**config.mk**
```make
export PLATFORM = sky130hd
export DESIGN_NAME = pixel_blend_unit_top
export DESIGN_NICKNAME = d
export VERILOG_FILES = /design/src/hdl/pbu_pkg.sv /design/src/hdl/pbu_prod.sv /design/src/hdl/pbu_scale.sv /design/src/hdl/pixel_blend_unit_top.sv
export SDC_FILE = /design/constraint.sdc
export NUM_CORES = 1
export LEC_CHECK = 0
export BUFFER_PORTS_ARGS = -buffer_cell sky130_fd_sc_hd__buf_2
export CAP_MARGIN = 10
export CORE_AREA = 3 3 185 187
export DETAILED_ROUTE_END_ITERATION = 10
export DIE_AREA = 0 0 188 190
export GPL_TIMING_DRIVEN = 1
export HOLD_SLACK_MARGIN = 0.08
export PLACE_DENSITY = 0.78
export SYNTH_ARGS = -nofsm -noshare
export SYNTH_HDL_FRONTEND = slang
export SYNTH_HIERARCHICAL = 1
export SYNTH_SLANG_ARGS = --single-unit
```
**constraint.sdc**
```tcl
create_clock -name clock -period 9.6 [get_ports clock]
set_clock_uncertainty 0.2 [all_clocks]
set_input_delay 0.96 -clock clock [delete_from_list [all_inputs] [get_ports clock]]
set_output_delay 0.96 -clock clock [all_outputs]
set_load 0.05 [all_outputs]
```
**src/hdl/pbu_pkg.sv**
```systemverilog
// Package for the pixel blend unit: blend mode codes and the inter-stage lane record.
`default_nettype none
package pbu_pkg;

   localparam int unsigned ChanWidth = 8;
   localparam int unsigned ModeWidth = 3;
   localparam int unsigned NumWidth  = 16;
   localparam int unsigned NumChans  = 3;

   localparam logic [ModeWidth-1:0] MODE_MULTIPLY = 3'd0;
   localparam logic [ModeWidth-1:0] MODE_SUBTRACT = 3'd1;
   localparam logic [ModeWidth-1:0] MODE_ADD      = 3'd2;
   localparam logic [ModeWidth-1:0] MODE_SCREEN   = 3'd3;
   localparam logic [ModeWidth-1:0] MODE_OVERLAY  = 3'd4;

   localparam logic [ChanWidth-1:0] CHAN_MAX = 8'd255;

   typedef logic [ChanWidth-1:0] chan_type;

   typedef struct packed {
      logic [NumWidth-1:0] num;
      logic                use_div;
      logic                invert;
      chan_type            direct;
   } mid_type;

endpackage
`default_nettype wire

```
**src/hdl/pbu_prod.sv**
```systemverilog
// First lane stage: product of the selected operands and the clamped add and subtract results.
`default_nettype none
module pbu_prod (
   input  wire logic                             clock,
   input  wire logic [pbu_pkg::ModeWidth-1:0]    mode,
   input  wire pbu_pkg::chan_type                chan_a,
   input  wire pbu_pkg::chan_type                chan_b,
   output pbu_pkg::mid_type                      mid_ff
);
   import pbu_pkg::*;

   chan_type                op_x;
   chan_type                op_y;
   logic [2*ChanWidth-1:0]  prod;
   logic [2*ChanWidth:0]    prod2;
   logic [ChanWidth:0]      sum;
   mid_type                 mid_in;

   always_comb begin
      op_x = chan_a;
      op_y = chan_b;
      unique case (mode)
         MODE_SCREEN: begin
            op_x = ~chan_a;
            op_y = ~chan_b;
         end
         MODE_OVERLAY: begin
            if (chan_b[ChanWidth-1]) begin
               op_x = ~chan_a;
               op_y = ~chan_b;
            end
         end
         default: begin
            op_x = chan_a;
            op_y = chan_b;
         end
      endcase
   end

   assign prod  = op_x * op_y;
   assign prod2 = {prod, 1'b0};
   assign sum   = {1'b0, chan_a} + {1'b0, chan_b};

   always_comb begin
      mid_in.num     = '0;
      mid_in.use_div = 1'b0;
      mid_in.invert  = 1'b0;
      mid_in.direct  = '0;
      unique case (mode)
         MODE_MULTIPLY: begin
            mid_in.num     = prod + NumWidth'(127);
            mid_in.use_div = 1'b1;
         end
         MODE_SCREEN: begin
            mid_in.num     = prod + NumWidth'(127);
            mid_in.use_div = 1'b1;
            mid_in.invert  = 1'b1;
         end
         MODE_OVERLAY: begin
            mid_in.use_div = 1'b1;
            if (chan_b[ChanWidth-1]) begin
               mid_in.num    = prod2[NumWidth-1:0] + NumWidth'(254);
               mid_in.invert = 1'b1;
            end else begin
               mid_in.num = prod2[NumWidth-1:0];
            end
         end
         MODE_SUBTRACT: begin
            mid_in.direct = (chan_a > chan_b) ? chan_a - chan_b : '0;
         end
         MODE_ADD: begin
            mid_in.direct = sum[ChanWidth] ? CHAN_MAX : sum[ChanWidth-1:0];
         end
         default: begin
            mid_in.direct = '0;
         end
      endcase
   end

   always_ff @(posedge clock) begin
      mid_ff <= mid_in;
   end

endmodule
`default_nettype wire

```
**src/hdl/pbu_scale.sv**
```systemverilog
// Second lane stage: exact divide by 255 through a reciprocal multiply and final result select.
`default_nettype none
module pbu_scale (
   input  wire logic                 clock,
   input  wire pbu_pkg::mid_type     mid,
   output pbu_pkg::chan_type         res_ff
);
   import pbu_pkg::*;

   logic [NumWidth:0]       num_inc;
   logic [NumWidth+8:0]     recip;
   chan_type                quot;
   chan_type                res_in;

   // floor(n / 255) = ((n + 1) * 257) >> 16 for n below 65535
   assign num_inc = {1'b0, mid.num} + (NumWidth+1)'(1);
   assign recip   = {num_inc, 8'd0} + {8'd0, num_inc};
   assign quot    = recip[NumWidth+ChanWidth-1:NumWidth];

   always_comb begin
      if (mid.use_div) begin
         res_in = mid.invert ? CHAN_MAX - quot : quot;
      end else begin
         res_in = mid.direct;
      end
   end

   always_ff @(posedge clock) begin
      res_ff <= res_in;
   end

endmodule
`default_nettype wire

```
**src/hdl/pixel_blend_unit_top.sv**
```systemverilog
// Top level of the pixel blend unit: input register, three blend lanes and result strobe.
//
//   channel   ports                       handshake
//   request   req_top_*, req_bottom_*     start high while busy low
//   result    rsp_out_*                   rsp_strobe, one cycle, no back-pressure
//   config    csr_wr_data                 csr_wr_en
//
// One item per cycle; busy stays low. Each item passes through the input register,
// the product register and the result register before it leaves.
// Synchronous active-high reset clears the mode register and the strobe pipeline.
// The receiver cannot stall, so no item is ever held back.
`default_nettype none
module pixel_blend_unit_top (
   input  wire logic                          clock,
   input  wire logic                          reset,
   input  wire logic                          start,
   output      logic                          busy,
   input  wire logic [7:0]                    req_top_blue,
   input  wire logic [7:0]                    req_top_green,
   input  wire logic [7:0]                    req_top_red,
   input  wire logic [7:0]                    req_bottom_blue,
   input  wire logic [7:0]                    req_bottom_green,
   input  wire logic [7:0]                    req_bottom_red,
   input  wire logic                          csr_wr_en,
   input  wire logic [pbu_pkg::ModeWidth-1:0] csr_wr_data,
   output      logic                          rsp_strobe,
   output      logic [7:0]                    rsp_out_blue,
   output      logic [7:0]                    rsp_out_green,
   output      logic [7:0]                    rsp_out_red
);
   import pbu_pkg::*;

   logic [ModeWidth-1:0] blend_mode_ff;
   logic [ModeWidth-1:0] stage_mode_ff;
   chan_type             top_ff    [NumChans];
   chan_type             bottom_ff [NumChans];
   mid_type              mid       [NumChans];
   chan_type             res       [NumChans];
   logic                 in_vld_ff;
   logic                 mid_vld_ff;
   logic                 out_vld_ff;
   logic                 accept;

   assign busy   = 1'b0;
   assign accept = start & ~busy;

   always_ff @(posedge clock) begin
      if (reset) begin
         blend_mode_ff <= MODE_MULTIPLY;
         in_vld_ff     <= 1'b0;
         mid_vld_ff    <= 1'b0;
         out_vld_ff    <= 1'b0;
      end else begin
         if (csr_wr_en) begin
            blend_mode_ff <= csr_wr_data;
         end
         in_vld_ff  <= accept;
         mid_vld_ff <= in_vld_ff;
         out_vld_ff <= mid_vld_ff;
      end
   end

   // hold the item and the mode it was taken under
   always_ff @(posedge clock) begin
      if (accept) begin
         stage_mode_ff <= blend_mode_ff;
         top_ff[0]     <= req_top_blue;
         top_ff[1]     <= req_top_green;
         top_ff[2]     <= req_top_red;
         bottom_ff[0]  <= req_bottom_blue;
         bottom_ff[1]  <= req_bottom_green;
         bottom_ff[2]  <= req_bottom_red;
      end
   end

   for (genvar ch = 0; ch < NumChans; ch++) begin : g_lane
      pbu_prod u_prod (
         .clock  (clock),
         .mode   (stage_mode_ff),
         .chan_a (top_ff[ch]),
         .chan_b (bottom_ff[ch]),
         .mid_ff (mid[ch])
      );

      pbu_scale u_scale (
         .clock  (clock),
         .mid    (mid[ch]),
         .res_ff (res[ch])
      );
   end

   assign rsp_strobe    = out_vld_ff;
   assign rsp_out_blue  = res[0];
   assign rsp_out_green = res[1];
   assign rsp_out_red   = res[2];

endmodule
`default_nettype wire

```
# After elaboration in Yosys (flattened, before gate mapping)
# Memory sizes are Yosys's and may differ from the RTL's.
# Cells that the tools add are included.
# W data, S select, Z words.
[word_totals]
reg_bits = 111
ramBits = 48
input_bits = 55
out_inout_bits = 26
wordCells = 102
n_memories = 2
[classes]
addsub = 21
multipliers = 3
magnitude_cmp = 3
eq_ne = 4
muxes = 41
bitwise_logic = 6
reduce_logical = 2
[memory_table]
columns = ["name", "depth", "width", "read_ports", "rd_clocked_by_memory_dff", "write_ports", "line_no", "rtl"]
rows = [
  ["bottom_ff", 3, 8, 3, 0, 3, "pixel_blend_unit_top.sv:36", "chan_type bottom_ff [NumChans];"],
  ["top_ff", 3, 8, 3, 0, 3, "pixel_blend_unit_top.sv:35", "chan_type top_ff [NumChans];"],
]
[op_table]
columns = ["cell", "n"]
rows = [
  ["$mux W8", 18],
  ["$pmux W8 S2", 9],
  ["$pmux W17 S2", 3],
  ["$add A24 B17 Y24", 3],
  ["$add A16 B1 Y17 const B", 3],
  ["$add A16 B7 Y16 const B", 3],
  ["$add A16 B8 Y16 const B", 3],
  ["$mul A8 B8 Y16", 3],
  ["$mux W16", 3],
  ["$not A8 Y8", 6],
  ["$add A8 B8 Y9", 3],
  ["$gt A8 B8 Y1", 3],
  ["$sub A8 B8 Y8", 3],
  ["$sub A8 B8 Y8 const A", 3],
  ["$eq A3 B2 Y1 const B", 2],
  ["$pmux W1 S2", 3],
  ["$mux W1", 5],
  ["$eq A3 B1 Y1 const B", 1],
  ["$eq A3 B3 Y1 const B", 1],
  ["$logic_not A3 Y1", 1],
  ["$reduce_or A2 Y1", 1],
]

# Logic depth before layout (Yosys ltp)
# Gate-level depths: netlist of the first run.
# An unclocked memory read counts as a cell.
[depth]
ltp_word = 8
mapped_depth = 26
mapped_depth_nobuf = 22

# By module
# The synthesis of the first run kept the hierarchy.
[by_module_without_submodules]
columns = ["mod", "instances", "cells_each", "area_each_um2", "seq_area_each_um2"]
rows = [
  ["pbu_prod (g_lane[1].u_prod)", 1, 604, 4583.1, 520.5],
  ["pbu_prod (g_lane[0].u_prod)", 1, 580, 4548.1, 520.5],
  ["pbu_prod (g_lane[2].u_prod)", 1, 575, 4506.8, 520.5],
  ["pbu_scale (g_lane[1].u_scale ...)", 2, 189, 1420.1, 160.2],
  ["pixel_blend_unit_top", 1, 68, 1722.9, 1651.6],
  ["pbu_scale (g_lane[0].u_scale)", 1, 179, 1286.2, 160.2],
]

# Least setup slack after synthesis of the first run
# No wires, ideal clock.
[synth_path]
path_type = "register to register"
from = "register stage_mode_ff[1]"
to = "register g_lane[1].u_prod/mid_ff[24] (netlist name)"
setup_ns = 0.140
arrival_ns = 6.289
required_ns = 9.260
setup_slack_ns = 2.970
path_stages_with_launch = 23
n_path_buf = 4
synth_period_minus_slack_ns = 6.630
path_cell_list = "edfxtp_1 -> clkbuf_1 -> and2_1 -> a2bb2oi_2 -> clkbuf_1 -> buf_1 -> xor2_1 -> nor2_1 -> fa_1 -> fa_1 -> fa_1 -> inv_1 -> fa_1 -> inv_1 -> ha_1 -> a211o_1 -> o22ai_1 -> xor2_1 -> or4_1 -> buf_2 -> or3b_1 -> xor2_1 -> o22ai_2"
[synth_lines]
columns = ["item", "line_no", "rtl"]
rows = [
  ["start: declaration", "pixel_blend_unit_top.sv:34", "logic [ModeWidth-1:0] stage_mode_ff;"],
  ["start signal: assignment", "pixel_blend_unit_top.sv:66", "stage_mode_ff <= blend_mode_ff;"],
  ["end signal: assignment", "pbu_prod.sv:81", "mid_ff <= mid_in;"],
  ["end: declaration", "pbu_prod.sv:8", "output pbu_pkg::mid_type mid_ff"],
]

==> run summary, run 1 <==
fraction of registers with async set/reset = 0%
grt ovf = 0
IO buf count = 79
DRC violations left = 0
TritonCTS clock tree = done
die footprint = 35700 um2
GPL Wtd Cong = 0.968
Post-synth EDFFs = 51
WL final = 49800 um
vias in the first global route = 16654
crit path launch type = register
actual slew at the worst max-slew pin = 0.955 ns
Reg-to-Reg Start = stage_mode_ff[2]
slew margin rel. = 36.0%
Required @ worst endpoint = 9.70 ns
Clock Tree Root = clkbuf_16
top_reg_cell synth = dfxtp_1
max-slew violation count = 0
syn avg cell area = 8.17 um2
Die H = 190 um
hold crit path type = register to register
worst skew pair latency = 0.44 ns
Seq/Total Area, Yosys = 19.0%
reg2reg end = g_lane[1].u_prod/mid_ff[24]
hold_ws = 0.246 ns
fmax = 132 MHz
H-tree level count = 4
largest net degree at the start of global routing = 57
clk sinks = 159
RSZ-0062 raised after global routing = false
total power = 6.56 mW
Core Rows = 66
first-pass GRT wire length = 81900 um
Initial DRC Count = 1533
arrival time worst endpoint = 7.70 ns
fin crit share = 79.1%
overall global routing resource usage = 27.5%
Synth area leaders = fa_1 (12%), ha_1 (11%), dfxtp_1 (11%), edfxtp_1 (7.9%), xnor2_1 (5.0%)
worst setup path startpoint = stage_mode_ff[2]
Critical Path End Type = register
Crit path largest cell delay = 0.87 ns
final setup violation count = 0
Initial Util = 59.7%
synth warn = 6
CTS Buffer Depth = 2
dpl hpwl = 38600 um
drt pass-1 iters = 6
die span in x = 188 um
most common cell in the netlist = inv_1
CP max stage cell = edfxtp_1
final antenna-violating net count = 0
Final #Nets = 2712
Setup Crit Path Kind = register to register
cts hold-fix bufs = 0
Worst Min Path Start = in_vld_ff
status = finished, final reports clean
Routed WL per cell = 17.6 um
initial antenna violation count = 2
Hold Vio Cnt, Final = 0
post-layout minimum cycle time = 7.59 ns
post-synthesis register bit count = 159
CTS resizes = 0
via count = 17491
Area Growth Syn to Fin = 5.32%
crit-path cells = clkinv_1 > a2bb2oi_4 > buf_4 > nand2_1 > mux2_2 > fa_1 > fa_1 > inv_1 > fa_1 > inv_1 > fa_1 > inv_1 > ha_1 > nand2_1 > or3_1 > nand3_1 > o211ai_1 > or4_1 > or3b_1 > xor2_1 > o22ai_2
syn_nets = 2730
core area = 32600 um2
drt via density = 6.20
max_cap viols = 0
timing endpoint of the critical path = g_lane[1].u_prod/mid_ff[24]
post-synth top area share = 11.7%
worst setup margin = 2.01 ns
CP dominant cell by count = fa_1
total CTS buffers = 17
commonest cells in the netlist = inv_1 (261), nand2_1 (206), ha_1 (177)
cells after synthesis = 2384
share of cells above drive strength 1 = 8.66%
largest area contributor in the netlist = fa_1
peak supply drop = 0.294 mV
Setup Slack @ Placement = 2.10 ns
setup TNS = 0 ns
R2R Setup Slk = 2.01 ns
CP max FO = 52
clock-pin slew of the registers on the worst-case setup and hold paths = 0.07 ns
PD cells = 320 nW/um2
Post-Syn Area = 19500 um2
FF-to-FF path depth = 21
Pleak = 8.89 nW
synth unique cells = 112
Ports = 81
# Post-CTS Setup Buffers = 0
report_power, final:
group	total, mW	switching [mW]	internal (mW)	leakage, nW
clock network	0.695	0.289	0.407	0.293
logic	4.80	2.82	1.98	7.20
registers	1.07	0.222	0.847	1.40
total	6.56	3.33	3.24	8.89
worst max-delay path: cells and delay by family (launching register included):
family          cells  cell delay (ns)
fa+ha+maj           5             2.49
simple gates        6             1.84
buf+inv             5             1.06
flops               1             0.87
compound gates      3             0.47
mux                 1             0.31
xor+xnor            1             0.19
worst min-delay path by stage:
stage | end | slack [ns] | cells past startpoint
2_1_floorplan | g_lane[0].u_scale/res_ff[7] | 0.21 | 2
6_report | mid_vld_ff | 0.25 | 1
5_1_grt | mid_vld_ff | 0.26 | 1
3_5_place_dp | mid_vld_ff | 0.24 | 1
3_3_place_gp | mid_vld_ff | 0.22 | 1
4_1_cts | mid_vld_ff | 0.25 | 1
sequential cells by signal (all words and copies together) (netlist names):
signal	cells
in_vld_ff	1
stage_mode_ff	3
mid_vld_ff	1
top_ff	24
bottom_ff	24
g_lane.u_scale/res_ff	24
rsp_strobe	1
blend_mode_ff	3
g_lane.u_prod/mid_ff	78
cell families after synthesis:
logic type,share of synthesized area (%)
buf+inv,8.12
mux,1.57
other cells,0.0192
xor+xnor,8.76
flops,19.0
fa+ha+maj,23.1
simple gates,19.3
compound gates,20.2
through the flow:
step           instance area (um2)  util [%]  instances
2_1_floorplan                19500         -       2384
3_3_place_gp                 19900      61.1       2789
3_5_place_dp                 19900      61.1       2789
4_1_cts                      20500      62.9       2821
5_1_grt                      20500      62.9       2822
6_report                     20500      62.9       2823
cells in the final DEF, fill, tap and decap left out, types with 22 or more instances in the layout:
master | Yosys | layout
inv_1 | 261 | 261
nand2_1 | 206 | 206
ha_1 | 177 | 177
o21ai_0 | 169 | 169
nand3_1 | 149 | 149
a21oi_1 | 117 | 117
fa_1 | 114 | 114
nor2_1 | 113 | 113
xnor2_1 | 112 | 112
dfxtp_1 | 108 | 108
xor2_1 | 83 | 83
buf_2 | 13 | 79
o22ai_1 | 62 | 62
edfxtp_1 | 51 | 51
nor3_1 | 34 | 34
o21bai_1 | 28 | 28
a21o_1 | 27 | 27
o211ai_1 | 23 | 23
nand4_1 | 22 | 22
layout make-up:
type,count,area [um2]
Multi-Input combinational cell,1836,14200
Clock buffer,20,468
Timing Repair Buffer,86,448
Antenna cell,2,5.00
Fill cell,2853,12100
Inverter,266,1000
Sequential cell,159,3690
Clock inverter,12,133
Tap cell,442,553
routing by layer:
layer  vias up  GRT usage (%)  part of all wire [%]
met3       111           4.05                   6.9
met2       761           46.9                    48
met5         -              0                  0.17
li1       8358              -                     -
met4         2           10.4                   3.0
met1      8259           35.6                    42
Note: power is estimated with default switching activity, not from simulation.
==> inputs of run 2 (changes only) <==
--- a/config.mk
+++ b/config.mk
@@ -7,12 +7,12 @@
 export LEC_CHECK = 0
 export BUFFER_PORTS_ARGS = -buffer_cell sky130_fd_sc_hd__buf_2
 export CAP_MARGIN = 10
-export CORE_AREA = 3 3 185 187
+export CORE_AREA = 3 3 188 190
 export DETAILED_ROUTE_END_ITERATION = 10
-export DIE_AREA = 0 0 188 190
+export DIE_AREA = 0 0 191 193
 export GPL_TIMING_DRIVEN = 1
 export HOLD_SLACK_MARGIN = 0.08
-export PLACE_DENSITY = 0.78
+export PLACE_DENSITY = 0.79
 export SYNTH_ARGS = -nofsm -noshare
 export SYNTH_HDL_FRONTEND = slang
 export SYNTH_HIERARCHICAL = 1
==> constraint.sdc (replaced) <==
create_clock -name clock -period 6.2 [get_ports clock]
set_clock_uncertainty 0.2 [all_clocks]
set_input_delay 0.62 -clock clock [delete_from_list [all_inputs] [get_ports clock]]
set_output_delay 0.62 -clock clock [all_outputs]
set_load 0.05 [all_outputs]
==> run summary, run 2 (synthesized netlist as in run 1, its figures left out) <==
post-route cell area = 22900 um2 (+12%)
final antenna-violating net count = 0 (unchanged)
Required @ worst endpoint = 6.30 ns (-3.40 ns)
first-pass GRT wire length = 86700 um (+5.9%)
largest net degree at the start of global routing = 53 (-7.0%)
max_cap viols = 0 (unchanged)
Final #Nets = 2895 (+6.7%)
FF-to-FF path depth = 20 (-4.8%)
hold crit path type = input pin to register
WL final = 55300 um (+11%)
Pleak = 10.0 nW (+13%)
total power = 12.7 mW (+93%)
via count = 18714 (+7.0%)
Setup Slack @ Placement = -0.0401 ns (-2.14 ns)
Initial DRC Count = 1778 (+16%)
Routed WL per cell = 18.4 um (+4.2%)
actual slew at the worst max-slew pin = 0.769 ns (-0.186 ns)
hold depth = 1 (unchanged)
Hold Vio Cnt, Final = 0 (unchanged)
initial antenna violation count = 1 (-1)
reg2reg end = g_lane[1].u_prod/mid_ff[24]
max reg flops = 78 (unchanged)
hold_ws = 0.137 ns (-0.109 ns)
dpl hpwl = 40600 um (+5.3%)
share of cells above drive strength 1 = 20.8% (+12 points)
Setup Crit Path Kind = register to register
status = finished, violations left
fin crit share = 100% (+21 points)
worst skew pair latency = 0.45 ns (about the same)
Ports = 81 (unchanged)
register area = 3690 um2 (unchanged)
Largest Register = g_lane.u_prod/mid_ff
worst setup path startpoint = stage_mode_ff[0]
worst setup margin = -0.0236 ns (-2.03 ns)
DP Area = 21000 um2 (+5.4%)
# fillers = 2631 (-7.8%)
max-slew violation count = 0 (unchanged)
RSZ-0062 raised after global routing = true
Worst Hold End = top_ff[0][0]
Core Rows = 67 (+1.5%)
core area = 33600 um2 (+3.1%)
slew margin rel. = 47.3% (+11 points)
post-layout minimum cycle time = 6.22 ns (-1.37 ns)
R2R Setup Slk = -0.02 ns (-2.03 ns)
IO buf count = 79 (unchanged)
peak supply drop = 0.625 mV (+110%)
Initial Util = 58.0% (-1.8 points)
die footprint = 36900 um2 (+3.2%)
die span in x = 191 um (+1.6%)
Worst Min Path Start = req_top_blue[0]
GPL Wtd Cong = 1.00 (+3.7%)
H-tree level count = 4 (unchanged)
CTS Buffer Depth = 2 (unchanged)
total CTS buffers = 17 (unchanged)
arrival time worst endpoint = 6.32 ns (-1.38 ns)
clk sinks = 159 (unchanged)
Reg-to-Reg Start = stage_mode_ff[0]
PD cells = 554 nW/um2 (+73%)
Critical Path End Type = register
Area Growth Syn to Fin = 17.5%
setup TNS = -0.0316 ns (-0.0316 ns)
multi-input logic area = 15000 um2 (+5.7%)
drt via density = 6.22 (+0.35%)
most frequent cells in the layout = inv_1 (248), nand2_1 (190), buf_4 (164)
overall global routing resource usage = 28.5% (+1.0 points)
violated checks = negative setup slack
Clock Tree Root = clkbuf_16
Die H = 193 um (+1.6%)
clock-pin slew of the registers on the worst-case setup and hold paths = 0.07 ns (about the same)
DRC violations left = 0 (unchanged)
final setup violation count = 2 (+2)
drt pass-1 iters = 6 (unchanged)
fmax = 161 MHz (+22%)
crit path launch type = register
grt ovf = 0 (unchanged)
vias in the first global route = 17693 (+6.2%)
TritonCTS clock tree = done
commonest non-fill, non-tap cell in the layout = inv_1
CP max FO = 6 (-88%)
## run 2: cell types whose count changed in the layout (fill, tap and decap cells not counted), moves of 11 or more
cell	previous run	this run
buf_4	7	164
inv_2	1	13
ha_4	0	13
o21ai_0	169	125
nand2_1	206	190
buf_6	0	12
o21ai_2	0	20
inv_1	261	248
o21ai_1	2	24
nand2_2	0	11
ha_1	177	162
## run 2: per-layer routing
metal	vias to the layer above	global-route usage [%]	routed length, um
met2	915	48.4	26800
met5	-	0	0
met4	0	11.5	1920
li1	8759	-	-
met3	160	4.61	4150
met1	8880	36.6	22500
## run 2: how the worst max path moves through the flow
| stage | to | slack, ns |
|---|---|---|
| floorplan | g_lane[1].u_prod/mid_ff[24] | -0.06 |
| global placement | g_lane[1].u_prod/mid_ff[25] | 0.06 |
| detailed placement | g_lane[2].u_prod/mid_ff[25] | -0.04 |
| global route | g_lane[2].u_prod/mid_ff[25] | -0.29 |
| finish | g_lane[1].u_prod/mid_ff[24] | -0.02 |
| CTS | g_lane[1].u_prod/mid_ff[24] | 0.003 |
## run 2: timing repair
| action | CTS | global route |
|---|---|---|
| resized for setup | 16 | 210 |
| setup endpoints to repair | 6 | 19 |
| buffers inserted | 2 | 47 |
| pin swaps | 4 | 99 |
| cloned | 1 | 4 |
| hold buffers | 0 | 0 |
## run 2: layout make-up
cell class              count  share of cell area, %
clock inverters            13                  0.771
repair buffers            266                   8.57
flip-flops and latches    159                   16.1
repair inverters            1                 0.0273
well taps                 448                   2.45
diodes                      1                 0.0109
clock buffers              18                   1.92
multi-input cells        1838                   65.7
inverters                 266                   4.44
## run 2: where the power goes
group / internal, mW / switching [mW]
clock: 0.653 / 0.482
sequential: 1.31 / 0.303
combinational: 4.67 / 5.28
total: 6.63 / 6.06
## run 2: critical path: stages (launching register included)
cell	delay [ns]
edfxtp_1	0.46
or2_4	0.32
a2bb2oi_4	0.22
buf_4	0.18
xor2_1	0.15
nor2_1	0.25
fa_1	0.52
fa_1	0.52
fa_1	0.54
inv_1	0.05
fa_1	0.49
inv_2	0.05
ha_4	0.28
o21ai_0	0.13
a21oi_1	0.24
nand2_1	0.09
xnor2_1	0.19
or4_4	0.52
or3b_4	0.40
xor2_2	0.17
o22ai_2	0.09
## run 2: stage by stage
| step | util (%) | instances |
|---|---|---|
| 4_1_cts | 64.5 | 2958 |
| 5_1_grt | 68.1 | 3010 |
| 6_report | 68.1 | 3010 |
| 3_3_place_gp | 62.4 | 2924 |
| 3_5_place_dp | 62.4 | 2924 |
| 2_1_floorplan | - | 2384 |
